===== src/sv/ahd_pkg.sv =====
// shared types, constants and helper functions for the ash link handshake detector
`timescale 1ns / 1ps

package ahd_pkg;

	// frame size limit and derived counter widths
	localparam int MAX_FRAME_BYTES = 256;
	localparam int CNT_W           = $clog2(MAX_FRAME_BYTES + 1);

	// leading bytes kept per direction
	localparam int NCP_HEAD_DEPTH  = 3;
	localparam int HOST_HEAD_DEPTH = 5;
	localparam int NCP_IDX_W       = $clog2(NCP_HEAD_DEPTH);
	localparam int HOST_IDX_W      = $clog2(HOST_HEAD_DEPTH);

	// function codes on the input channel
	localparam logic [1:0] FUNC_NCP  = 2'd0;
	localparam logic [1:0] FUNC_HOST = 2'd1;
	localparam logic [1:0] FUNC_TAKE = 2'd2;

	// reserved link bytes
	localparam logic [7:0] BYTE_FLAG   = 8'h7E;
	localparam logic [7:0] BYTE_ESC    = 8'h7D;
	localparam logic [7:0] BYTE_XON    = 8'h11;
	localparam logic [7:0] BYTE_XOFF   = 8'h13;
	localparam logic [7:0] BYTE_SUB    = 8'h18;
	localparam logic [7:0] BYTE_CANCEL = 8'h1A;
	localparam logic [7:0] ESC_XOR     = 8'h20;

	localparam logic [15:0] CRC_INIT = 16'hFFFF;
	localparam logic [15:0] CRC_POLY = 16'h1021;

	// frame contents
	localparam logic [7:0] CTL_RSTACK      = 8'hC1;
	localparam logic [7:0] RSTACK_VERSION  = 8'h02;
	localparam int         CTL_NON_DATA    = 7;
	localparam int         CTL_RETX        = 3;
	localparam logic [7:0] VER_CMD_B0      = 8'h00;
	localparam logic [7:0] VER_CMD_B1      = 8'h42;
	localparam logic [7:0] VER_CMD_B2      = 8'h21;
	localparam logic [7:0] VER_CMD_B3      = 8'hA8;
	localparam logic [7:0] VER_XOR         = 8'h54;

	// kept byte count that closes a frame of a given body length (body + 2 crc bytes)
	localparam logic [CNT_W-1:0] RSTACK_CNT  = CNT_W'(5);
	localparam logic [CNT_W-1:0] VER_CMD_CNT = CNT_W'(7);
	localparam logic [CNT_W-1:0] MIN_CNT     = CNT_W'(3);
	localparam logic [CNT_W-1:0] MAX_CNT     = CNT_W'(MAX_FRAME_BYTES);

	localparam logic [3:0] REJECT_LIMIT_RST = 4'd4;

	typedef enum logic [1:0] {
		MODE_IDLE  = 2'd0,
		MODE_SAW_RSTACK = 2'd1,
		MODE_ARMED = 2'd2
	} mode_t;

	typedef enum logic [1:0] {
		SCAN_NONE    = 2'd0,
		SCAN_FRAME   = 2'd1,
		SCAN_INVALID = 2'd2
	} scan_t;

	// what a deframer reports for the current beat
	typedef struct packed {
		scan_t                 ev;
		logic [CNT_W-1:0]      len;
		logic                  store;
		logic [HOST_IDX_W-1:0] wr_idx;
		logic [7:0]            wr_data;
	} dfr_out_t;

	// one result beat
	typedef struct packed {
		logic       data_frame_ready;
		mode_t      mode;
		logic       ack_valid;
		logic [2:0] ack_number;
		logic [7:0] version;
	} ahd_result_t;

	function automatic logic is_reserved(input logic [7:0] v);
		return v == BYTE_FLAG || v == BYTE_ESC || v == BYTE_XON || v == BYTE_XOFF ||
			v == BYTE_SUB || v == BYTE_CANCEL;
	endfunction

	function automatic logic reset_code_known(input logic [7:0] c);
		return c == 8'h00 || c == 8'h01 || c == 8'h02 || c == 8'h03 || c == 8'h06 ||
			c == 8'h09 || c == 8'h0B || c == 8'h51 || c == 8'h80 || c == 8'h81;
	endfunction

	function automatic logic [15:0] crc_byte(input logic [15:0] crc, input logic [7:0] b);
		logic [15:0] c;
		c = crc ^ {b, 8'h00};
		for (int i = 0; i < 8; i++) begin
			if (c[15]) begin
				c = {c[14:0], 1'b0} ^ CRC_POLY;
			end else begin
				c = {c[14:0], 1'b0};
			end
		end
		return c;
	endfunction

endpackage


===== src/sv/ash_link_handshake_detector.sv =====
// top level of the ash link handshake detector: input stage, deframers, result register
`timescale 1ns / 1ps

// usage
//   input channel (in_valid/in_ready): one beat per link byte or request.
//     func 0 carries a byte seen from the coprocessor, func 1 a byte from the host,
//     func 2 takes the owed acknowledgement; line_byte is ignored for func 2 and 3.
//   output channel (out_valid/out_ready): exactly one result beat per input beat,
//     in order, with the mode and version as they stand after that beat.
//   config: cfg_we writes cfg_wdata into reject_limit in the same cycle, no handshake;
//     write it only while no beat is in flight.
// pipeline and throughput
//   an accepted beat lands in the input stage and is processed into the result
//   register, which drives the output; one beat per cycle while out_ready is high.
//   the byte-wide crc update and the frame checks sit between the input stage
//   and the result register.
// stalls and reset
//   while out_ready is low the result holds and the input stage keeps one beat;
//   in_ready drops only when both are full.
//   arst_n clears deframers, mode (idle), sequence, owed ack, reject count,
//   version and sets reject_limit to 4; no beats are held after reset.

module ash_link_handshake_detector (
	input  logic       clk,
	input  logic       arst_n,
	input  logic       in_valid,
	output logic       in_ready,
	input  logic [1:0] func,
	input  logic [7:0] line_byte,
	output logic       out_valid,
	input  logic       out_ready,
	output logic       data_frame_ready,
	output logic [1:0] detect_mode,
	output logic       ack_valid,
	output logic [2:0] ack_number,
	output logic [7:0] protocol_version,
	input  logic       cfg_we,
	input  logic [3:0] cfg_wdata
);
	import ahd_pkg::*;

	// input stage
	logic       valid_s1;
	logic [1:0] func_s1;
	logic [7:0] byte_s1;

	// result register
	logic        out_valid_q;
	ahd_result_t result_q;

	logic        advance;
	dfr_out_t    ncp_dfr, host_dfr;
	ahd_result_t result_d;

	// process the staged beat when the result register is free or being drained
	assign advance  = valid_s1 && (!out_valid_q || out_ready);
	assign in_ready = !valid_s1 || advance;

	always_ff @(posedge clk or negedge arst_n) begin
		if (!arst_n) begin
			valid_s1 <= 1'b0;
		end else if (in_ready) begin
			valid_s1 <= in_valid;
		end
	end

	// payload of the input stage needs no reset
	always_ff @(posedge clk) begin
		if (in_ready && in_valid) begin
			func_s1 <= func;
			byte_s1 <= line_byte;
		end
	end

	// coprocessor to host direction
	ahd_deframer u_ncp_dfr (
		.clk       (clk),
		.arst_n    (arst_n),
		.en        (advance && func_s1 == FUNC_NCP),
		.line_byte (byte_s1),
		.res       (ncp_dfr)
	);

	// host to coprocessor direction
	ahd_deframer u_host_dfr (
		.clk       (clk),
		.arst_n    (arst_n),
		.en        (advance && func_s1 == FUNC_HOST),
		.line_byte (byte_s1),
		.res       (host_dfr)
	);

	// mode tracking, sequence and ack bookkeeping
	ahd_link_ctrl u_ctrl (
		.clk       (clk),
		.arst_n    (arst_n),
		.advance   (advance),
		.func      (func_s1),
		.ncp_dfr   (ncp_dfr),
		.host_dfr  (host_dfr),
		.cfg_we    (cfg_we),
		.cfg_wdata (cfg_wdata),
		.res       (result_d)
	);

	always_ff @(posedge clk or negedge arst_n) begin
		if (!arst_n) begin
			out_valid_q <= 1'b0;
		end else if (advance) begin
			out_valid_q <= 1'b1;
		end else if (out_ready) begin
			out_valid_q <= 1'b0;
		end
	end

	always_ff @(posedge clk) begin
		if (advance) begin
			result_q <= result_d;
		end
	end

	assign out_valid        = out_valid_q;
	assign data_frame_ready = result_q.data_frame_ready;
	assign detect_mode      = result_q.mode;
	assign ack_valid        = result_q.ack_valid;
	assign ack_number       = result_q.ack_number;
	assign protocol_version = result_q.version;

	// back-pressure only when both the input stage and the result register are full
	a_ready_only_when_full: assert property (@(posedge clk) disable iff (!arst_n)
		!in_ready |-> (valid_s1 && out_valid_q && !out_ready))
		else $error("in_ready low without a full pipeline");

	// an accepted data frame is only reported while armed
	a_frame_needs_armed: assert property (@(posedge clk) disable iff (!arst_n)
		advance && result_d.data_frame_ready |=> detect_mode == MODE_ARMED)
		else $error("data frame reported outside armed mode");

	// no ack number without an owed ack
	a_ack_number_zero: assert property (@(posedge clk) disable iff (!arst_n)
		advance && !result_d.ack_valid |=> ack_number == 3'd0)
		else $error("ack number set without a valid ack");

	// only a take request can return an ack
	a_ack_only_on_take: assert property (@(posedge clk) disable iff (!arst_n)
		advance && result_d.ack_valid |-> func_s1 == FUNC_TAKE)
		else $error("ack returned for a link byte");

	// a staged beat is never dropped while stalled
	a_stage_holds: assert property (@(posedge clk) disable iff (!arst_n)
		valid_s1 && !advance |=> valid_s1 && $stable(byte_s1) && $stable(func_s1))
		else $error("input stage lost a stalled beat");

endmodule


===== src/sv/ahd_deframer.sv =====
// one-direction ash deframer: flag, escape, cancel, substitute, crc check
`timescale 1ns / 1ps

module ahd_deframer (
	input  logic            clk,
	input  logic            arst_n,
	input  logic            en,
	input  logic [7:0]      line_byte,
	output ahd_pkg::dfr_out_t res
);
	import ahd_pkg::*;

	logic [CNT_W-1:0] cnt_q, cnt_d;
	logic [15:0]      crc_q, crc_d;
	logic             esc_q, esc_d;
	logic             poison_q, poison_d;
	logic             discard_q, discard_d;
	logic [7:0]       v;
	logic             keep;

	always_comb begin
		cnt_d     = cnt_q;
		crc_d     = crc_q;
		esc_d     = esc_q;
		poison_d  = poison_q;
		discard_d = discard_q;
		res       = '0;
		res.ev    = SCAN_NONE;
		res.len   = cnt_q;
		res.wr_idx = cnt_q[HOST_IDX_W-1:0];
		v         = line_byte;
		keep      = 1'b0;
		if (en) begin
			if (line_byte == BYTE_FLAG) begin
				cnt_d     = '0;
				crc_d     = CRC_INIT;
				esc_d     = 1'b0;
				poison_d  = 1'b0;
				discard_d = 1'b0;
				if (discard_q || cnt_q == '0) begin
					res.ev = SCAN_NONE;
				end else if (poison_q || esc_q || cnt_q < MIN_CNT || crc_q != '0) begin
					res.ev = SCAN_INVALID;
				end else begin
					res.ev = SCAN_FRAME;
				end
			end else if (!discard_q) begin
				unique case (line_byte) inside
					BYTE_CANCEL: begin
						cnt_d    = '0;
						crc_d    = CRC_INIT;
						esc_d    = 1'b0;
						poison_d = 1'b0;
					end
					BYTE_SUB: discard_d = 1'b1;
					BYTE_XON, BYTE_XOFF: ;
					BYTE_ESC: esc_d = 1'b1;
					default: begin
						keep = 1'b1;
						if (esc_q) begin
							esc_d = 1'b0;
							v     = line_byte ^ ESC_XOR;
							if (!is_reserved(v)) begin
								poison_d = 1'b1;
								keep     = 1'b0;
							end
						end
						if (keep && cnt_q >= MAX_CNT) begin
							poison_d = 1'b1;
							keep     = 1'b0;
						end
						if (keep) begin
							cnt_d       = cnt_q + CNT_W'(1);
							crc_d       = crc_byte(crc_q, v);
							res.store   = cnt_q < CNT_W'(HOST_HEAD_DEPTH);
							res.wr_data = v;
						end
					end
				endcase
			end
		end
	end

	always_ff @(posedge clk or negedge arst_n) begin
		if (!arst_n) begin
			cnt_q     <= '0;
			crc_q     <= CRC_INIT;
			esc_q     <= 1'b0;
			poison_q  <= 1'b0;
			discard_q <= 1'b0;
		end else begin
			cnt_q     <= cnt_d;
			crc_q     <= crc_d;
			esc_q     <= esc_d;
			poison_q  <= poison_d;
			discard_q <= discard_d;
		end
	end

endmodule


===== src/sv/ahd_link_ctrl.sv =====
// link state tracking: mode, frame sequence, owed ack, rejects, version
`timescale 1ns / 1ps

module ahd_link_ctrl (
	input  logic                 clk,
	input  logic                 arst_n,
	input  logic                 advance,
	input  logic [1:0]           func,
	input  ahd_pkg::dfr_out_t    ncp_dfr,
	input  ahd_pkg::dfr_out_t    host_dfr,
	input  logic                 cfg_we,
	input  logic [3:0]           cfg_wdata,
	output ahd_pkg::ahd_result_t res
);
	import ahd_pkg::*;

	logic [7:0] ncp_head_q  [NCP_HEAD_DEPTH];
	logic [7:0] host_head_q [HOST_HEAD_DEPTH];

	mode_t      mode_q, mode_d;
	logic [2:0] exp_q, exp_d;
	logic       owed_v_q, owed_v_d;
	logic [2:0] owed_n_q, owed_n_d;
	logic [3:0] rej_q, rej_d;
	logic [7:0] ver_q, ver_d;
	logic [3:0] limit_q;

	logic [3:0] rej_inc;
	logic       reject;
	logic [7:0] ctl;
	logic [2:0] exp_inc;

	// leading bytes of the frame in progress
	always_ff @(posedge clk) begin
		if (ncp_dfr.store && ncp_dfr.wr_idx < HOST_IDX_W'(NCP_HEAD_DEPTH)) begin
			ncp_head_q[ncp_dfr.wr_idx[NCP_IDX_W-1:0]] <= ncp_dfr.wr_data;
		end
		if (host_dfr.store) begin
			host_head_q[host_dfr.wr_idx] <= host_dfr.wr_data;
		end
	end

	always_comb begin
		mode_d   = mode_q;
		exp_d    = exp_q;
		owed_v_d = owed_v_q;
		owed_n_d = owed_n_q;
		rej_d    = rej_q;
		ver_d    = ver_q;
		reject   = 1'b0;
		res      = '0;
		rej_inc  = rej_q + 4'd1;
		exp_inc  = exp_q + 3'd1;
		ctl      = ncp_head_q[0];
		if (advance) begin
			case (func)
				FUNC_NCP: begin
					if (ncp_dfr.ev == SCAN_FRAME) begin
						if (ctl == CTL_RSTACK) begin
							if (ncp_dfr.len == RSTACK_CNT && ncp_head_q[1] == RSTACK_VERSION &&
								reset_code_known(ncp_head_q[2])) begin
								mode_d   = MODE_SAW_RSTACK;
								exp_d    = '0;
								owed_v_d = 1'b0;
								rej_d    = '0;
							end
						end else if (mode_q == MODE_ARMED && !ctl[CTL_NON_DATA]) begin
							if (ctl[6:4] != exp_q) begin
								if (ctl[CTL_RETX]) begin
									rej_d = '0;
								end else begin
									reject = 1'b1;
								end
							end else begin
								exp_d    = exp_inc;
								owed_v_d = 1'b1;
								owed_n_d = exp_inc;
								rej_d    = '0;
								res.data_frame_ready = 1'b1;
							end
						end
					end else if (ncp_dfr.ev == SCAN_INVALID) begin
						reject = 1'b1;
					end
				end
				FUNC_HOST: begin
					if (host_dfr.ev == SCAN_FRAME && mode_q == MODE_SAW_RSTACK &&
						host_dfr.len == VER_CMD_CNT && host_head_q[0] == VER_CMD_B0 &&
						host_head_q[1] == VER_CMD_B1 && host_head_q[2] == VER_CMD_B2 &&
						host_head_q[3] == VER_CMD_B3) begin
						ver_d    = host_head_q[4] ^ VER_XOR;
						mode_d   = MODE_ARMED;
						exp_d    = '0;
						owed_v_d = 1'b0;
						rej_d    = '0;
					end
				end
				FUNC_TAKE: begin
					if (owed_v_q) begin
						res.ack_valid  = 1'b1;
						res.ack_number = owed_n_q;
						owed_v_d       = 1'b0;
					end
				end
				default: ;
			endcase
			// rejects only count while armed
			if (reject && mode_q == MODE_ARMED) begin
				if (rej_inc >= limit_q) begin
					mode_d = MODE_IDLE;
					rej_d  = '0;
				end else begin
					rej_d = rej_inc;
				end
			end
		end
		res.mode    = mode_d;
		res.version = ver_d;
	end

	always_ff @(posedge clk or negedge arst_n) begin
		if (!arst_n) begin
			mode_q   <= MODE_IDLE;
			exp_q    <= '0;
			owed_v_q <= 1'b0;
			owed_n_q <= '0;
			rej_q    <= '0;
			ver_q    <= '0;
			limit_q  <= REJECT_LIMIT_RST;
		end else begin
			mode_q   <= mode_d;
			exp_q    <= exp_d;
			owed_v_q <= owed_v_d;
			owed_n_q <= owed_n_d;
			rej_q    <= rej_d;
			ver_q    <= ver_d;
			if (cfg_we) begin
				limit_q <= cfg_wdata;
			end
		end
	end

endmodule

===== config.mk =====
export PLATFORM = sky130hd
export DESIGN_NAME = ash_link_handshake_detector
export DESIGN_NICKNAME = d
export VERILOG_FILES = /design/src/sv/ahd_pkg.sv /design/src/sv/ash_link_handshake_detector.sv /design/src/sv/ahd_deframer.sv /design/src/sv/ahd_link_ctrl.sv
export SDC_FILE = /design/constraint.sdc
export NUM_CORES = 1
export LEC_CHECK = 0
export BUFFER_PORTS_ARGS = -buffer_cell sky130_fd_sc_hd__buf_2
export CORE_ASPECT_RATIO = 0.9
export CORE_MARGIN = 3
export CORE_UTILIZATION = 67
export CTS_CLUSTER_DIAMETER = 100
export DETAILED_ROUTE_END_ITERATION = 8
export PLACE_DENSITY = 0.86
export SKIP_CTS_REPAIR_TIMING = 1
export SLEW_MARGIN = 20
export SYNTH_ARGS = -nofsm -noshare
export SYNTH_HDL_FRONTEND = slang
export SYNTH_HIERARCHICAL = 1
export SYNTH_SLANG_ARGS = --single-unit

===== constraint.sdc =====
create_clock -name clk -period 8.3 [get_ports clk]
set_clock_uncertainty 0.1 [all_clocks]
set_input_delay 0.83 -clock clk [delete_from_list [all_inputs] [get_ports clk]]
set_output_delay 0.83 -clock clk [all_outputs]
set_load 0.01 [all_outputs]

## Yosys cells after proc, flatten, opt, wreduce, memory -nomap -nowiden

Memories as Yosys holds them, arrays and structs flattened.
Index checks and enable logic that the tools add are counted.

- Register bits after elaboration: 108
- Bits in latches: 0
- Memory bits (writable): 64
- Memory bits (read-only): 0
- Input bits: 19
- Output and inout bits: 17
- Memories kept: 2

Memory list:

| name | depth | bits a word | read ports | clocked after memory_dff | wr ports | RTL line | source |
|---|---|---|---|---|---|---|---|
| u_ctrl.host_head_q | 5 | 8 | 5 | 0 | 1 | ahd_link_ctrl.sv:18 | `logic [7:0] host_head_q [HOST_HEAD_DEPTH];` |
| u_ctrl.ncp_head_q | 3 | 8 | 3 | 0 | 1 | ahd_link_ctrl.sv:17 | `logic [7:0] ncp_head_q [NCP_HEAD_DEPTH];` |

- Add/sub/neg operators: 4
- $mul: 0
- Div/mod/pow operators: 0
- $lt $le $gt $ge: 8
- Equal/unequal tests: 52
- Shift operators: 0
- Muxes and demuxes: 233
- Bitwise logic cells: 25
- Reductions and logical operators: 74

Operators with widths:

| cell | number |
|---|---|
| $mux 16 | 76 |
| $mux 13 | 16 |
| $mux 8 | 21 |
| $mux 1 | 70 |
| $eq 8x5->1 const B | 8 |
| $pmux 16 s2 | 2 |
| $mux 9 | 6 |
| $not 3->3 | 17 |
| $eq 8x7->1 const B | 6 |
| $mux 4 | 10 |
| $pmux 9 s2 | 2 |
| $eq 8x8->1 const B | 4 |
| $reduce_bool 16->1 | 2 |
| $xor 16x16->16 | 2 |
| $mux 2 | 15 |
| $eq 8x2->1 const B | 3 |
| $logic_or 1x1->1 | 24 |
| $reduce_and 7->1 | 3 |
| $add 9x1->9 const B | 2 |
| $eq 9x3->1 const B | 2 |
| $ge 9x9->1 const B | 2 |
| $logic_not 9->1 | 2 |
| $lt 9x2->1 const B | 2 |
| $lt 9x3->1 const B | 2 |
| 43 further kinds | 97 |

## Depth between registers and ports, before layout

- Depth after elaboration: 72
- Mapped depth: 13
- Gate-level depth less buffers: 12

## Cells and area by module

The synthesis kept the hierarchy.

By module, submodules not included:

| module | instances | cells each | area each (um2) | seq. area each (um2) |
|---|---|---|---|---|
| ahd_link_ctrl | 1 | 253 | 3714.8 | 2548.7 |
| ahd_deframer (u_ncp_dfr) | 1 | 212 | 2144.6 | 720.7 |
| ahd_deframer (u_host_dfr) | 1 | 191 | 1876.8 | 720.7 |
| ash_link_handshake_detector | 1 | 35 | 865.8 | 800.8 |

## Worst setup path after synthesis

OpenSTA, ideal clock, no wires.

- Path type: input to register
- From: input port out_ready
- To: register u_ctrl.exp_q[0]
- Setup time: 125 ps
- Arrival time: 3882 ps
- Setup slack: 4193 ps
- Cell stages on the path: 12
- Path buffers: 0
- Path through: nand2b_1 -> and4b_1 -> nand2b_1 -> or4b_2 -> a21o_1 -> a211oi_1 -> nor4bb_1 -> nand4_1 -> nor4_1 -> and2b_1 -> or4b_4 -> mux2_4

RTL lines:

| element | RTL line | source |
|---|---|---|
| from (decl) | ash_link_handshake_detector.sv:31 | `input logic out_ready,` |
| to (signal assigned) | ahd_link_ctrl.sv:132 | `exp_q <= exp_d;` |
| to (decl) | ahd_link_ctrl.sv:21 | `logic [2:0] exp_q, exp_d;` |

==> impl_metrics.toml <==
[yosys]
synth_seq_area_share_pct = 55.7
syn_area_um2 = 8600
ys_ff_latch = 172
yosys.cell_types.count = 84
avgSynthCellArea_um2 = 12.4
synthesis.instances = 691
yosysWarnings = 6
synthTopCellsByArea = "edfxtp_1, dfrtp_1, dfstp_2, xnor2_1, ha_1"
synth_top_area_cell = "edfxtp_1"
synth_top_area_share_pct = 31.1
syn_nets = 724
synth_ff_type = "edfxtp_1"
synthArstFlopShare_pct = 48.3
synth_edf_count = 89

[drt]
drt_wl_total_mm = 18.8
drt_iter0_markers = 885
drt-wirelength-per-cell_um = 21.0
first_pass_iters = 6
ant_nets = 0
vias_per_cell = 6.69
vias = 5971
drc = 0

[critical_path]
max_stage_delay_ns = 0.76
required_ns = 8.37
crit_slowest_cell = "edfxtp_1"
cp-start-kind = "register"
path_cells = "nand3_1 > or3_1 > nor4bb_1 > nand2b_4 > or4_2 > o32ai_1 > nand2_1 > a311o_1"
crit_arrival_ns = 4.41
critical_path_class = "reg -> reg"
cp_max_fo = 17
cp-end-kind = "register"

[global_routing]
grt.overflow.total = 0
grt_usage_pct = 27.2
grt_pass1_vias = 6097
antenna_found_initial = 0
grt_pass1_wl_mm = 30.8
grt_max_degree = 84

[layout]
nFillCells = 725
fin_area_um2 = 9400
diodes = 0
drive_gt1_share_pct = 20.2
area_delta_synth_final_pct = 9.29
layout.nets = 753
final_common_cell = "edfxtp_1"
final_cell_mix = "edfxtp_1, dfrtp_1, xnor2_1"

[timing]
fin_crit_sh_pct = 52.3
rsz0062_at_grt = "no"
maxSlewViolCount = 0
hold_viol_final = 0
finalSetupTns_ns = 0
setup_viol = 0
whs_ns = 0.328
finalCriticalPeriod_ns = 4.34
worst_slew_pin_slew_ns = 1.13
fmax_ghz = 0.230
relSlewSlack_pct = 24.3

[clock_network]
clkTransAtPathRegs_ns = 0.07
clk_latency_ns = 0.43
cts_buffers = 17
cts_buffer_depth = 2
cts_tree = "done"
htree_levels = 4
root_buffer = "clkbuf_16"
clock_sinks = 172

[hold_path]
min_path_type = "in -> async"

[die]
io_pins = 36
core_um2 = 12300
die_area_um2 = 14200
floorplan.rows = 38
chipHeight_um = 113
die_w_um = 125
start_util_pct = 69.9

[power]
share_seq_of_total_power_pct = 47.7
p_switching_w = 0.000814
pwr-share-clk_pct = 29.2
p_leak_nw = 3.48
switching_share_pct = 31.3
p_comb_share_pct = 23.1
ir_worst_vdd_v = 0.000283
p_int_w = 0.00178
powerDensity_nw_per_um2 = 276

[run_status]
status = "finished, final reports clean"

[place]
gp_congestion = 0.904
place_area_um2 = 8820
io_buffer_count = 35
place_hpwl_mm = 12.2

[flow_run]
maxCapViolations = 0
## sequential cells by signal, summed over array words and instances (netlist names), 2 cells and up
signal              cells
u_ctrl/mode_q           2
u_ctrl/rej_q            4
byte_s1                 8
func_s1                 2
protocol_version        8
u_ncp_dfr/crc_q        16
u_ctrl/exp_q            3
ack_number              3
u_ctrl/host_head_q     40
u_host_dfr/crc_q       16
u_ctrl/owed_n_q         3
detect_mode             2
u_ncp_dfr/cnt_q         9
u_ctrl/ncp_head_q      24
u_ctrl/limit_q          4
u_ctrl/ver_q            8
u_host_dfr/cnt_q        9
## final timing paths
check | startpoint | end | slack, ns | cells past startpoint
max | byte_s1[6] | detect_mode[1] | 3.96 | 8
max reg2reg | byte_s1[6] | detect_mode[1] | 3.96 | 8
min in group clk | u_ctrl/host_head_q[4][2] | u_ctrl/ver_q[2] | 0.36 | 1
min | arst_n | u_ctrl/ver_q[4] | 0.33 | 1
max in group asynchronous | arst_n | u_host_dfr/esc_q | 7.18 | 1
min reg2reg | u_ctrl/host_head_q[4][2] | u_ctrl/ver_q[2] | 0.36 | 1
## worst max-delay path, delay by kind of cell (launching register included)
family             cells  cell delay (ns)
AOI/OAI and AO/OA      2             0.84
DFF                    1             0.76
and+or+nand+nor        6             2.39
## metal layers
metal,global-route usage (%),vias to the layer above,routed length [um]
li1,-,2654,-
met2,46.3,298,9430
met5,0,-,0
met4,10.1,0,469
met1,34.6,2963,7710
met3,6.32,56,1170
## cell families after synthesis
logic type	count (synthesis)	synth area share (%)
AO/OA/AOI/OAI	142	14.1
AND/OR/NAND/NOR	229	16.6
adder cells (fa/ha/maj)	14	2.04
buffers and inverters	60	3.49
XOR/XNOR	56	5.70
multiplexers	18	2.41
flip-flops	172	55.7
## power groups by stage
stage          Clock, W  Combinational, W  Sequential (W)
6_report       0.000759          0.000599         0.00124
3_5_place_dp          0          0.000578         0.00125
2_1_floorplan         0          0.000505         0.00120
5_1_grt        0.000813          0.000649         0.00126
4_1_cts        0.000772          0.000596         0.00123
3_3_place_gp          0          0.000557         0.00123
## cells in the mapped netlist, types with 15 or more instances
library cell,number
inv_1,31
nand3_1,15
dfrtp_1,50
a2bb2oi_1,17
nand2b_1,20
dfstp_2,33
xor2_1,20
o21ai_0,28
and2_1,18
nand2_1,30
edfxtp_1,89
nor4_1,18
nor2_1,32
xnor2_1,36
## area by class of cell
cell class	instances	area [um^2]	share of cell area (%)
clock buffers	18	429	4.56
clock inverters	14	134	1.42
flip-flops and latches	172	4790	51.0
multi-input cells	459	3520	37.5
repair buffers	38	204	2.17
well taps	160	200	2.13
inverters	32	120	1.28
## per-stage QoR
stage	power, W	setup slack, ns	std cells	util (%)
after floorplan	0.00170	4.19	691	-
after global placement	0.00179	3.81	861	71.6
after detailed placement	0.00182	3.67	861	71.6
after CTS	0.00260	4.00	893	76.2
after global routing	0.00272	3.73	893	76.3
final	0.00260	3.96	893	76.3
(Power assumes the default switching activity.)
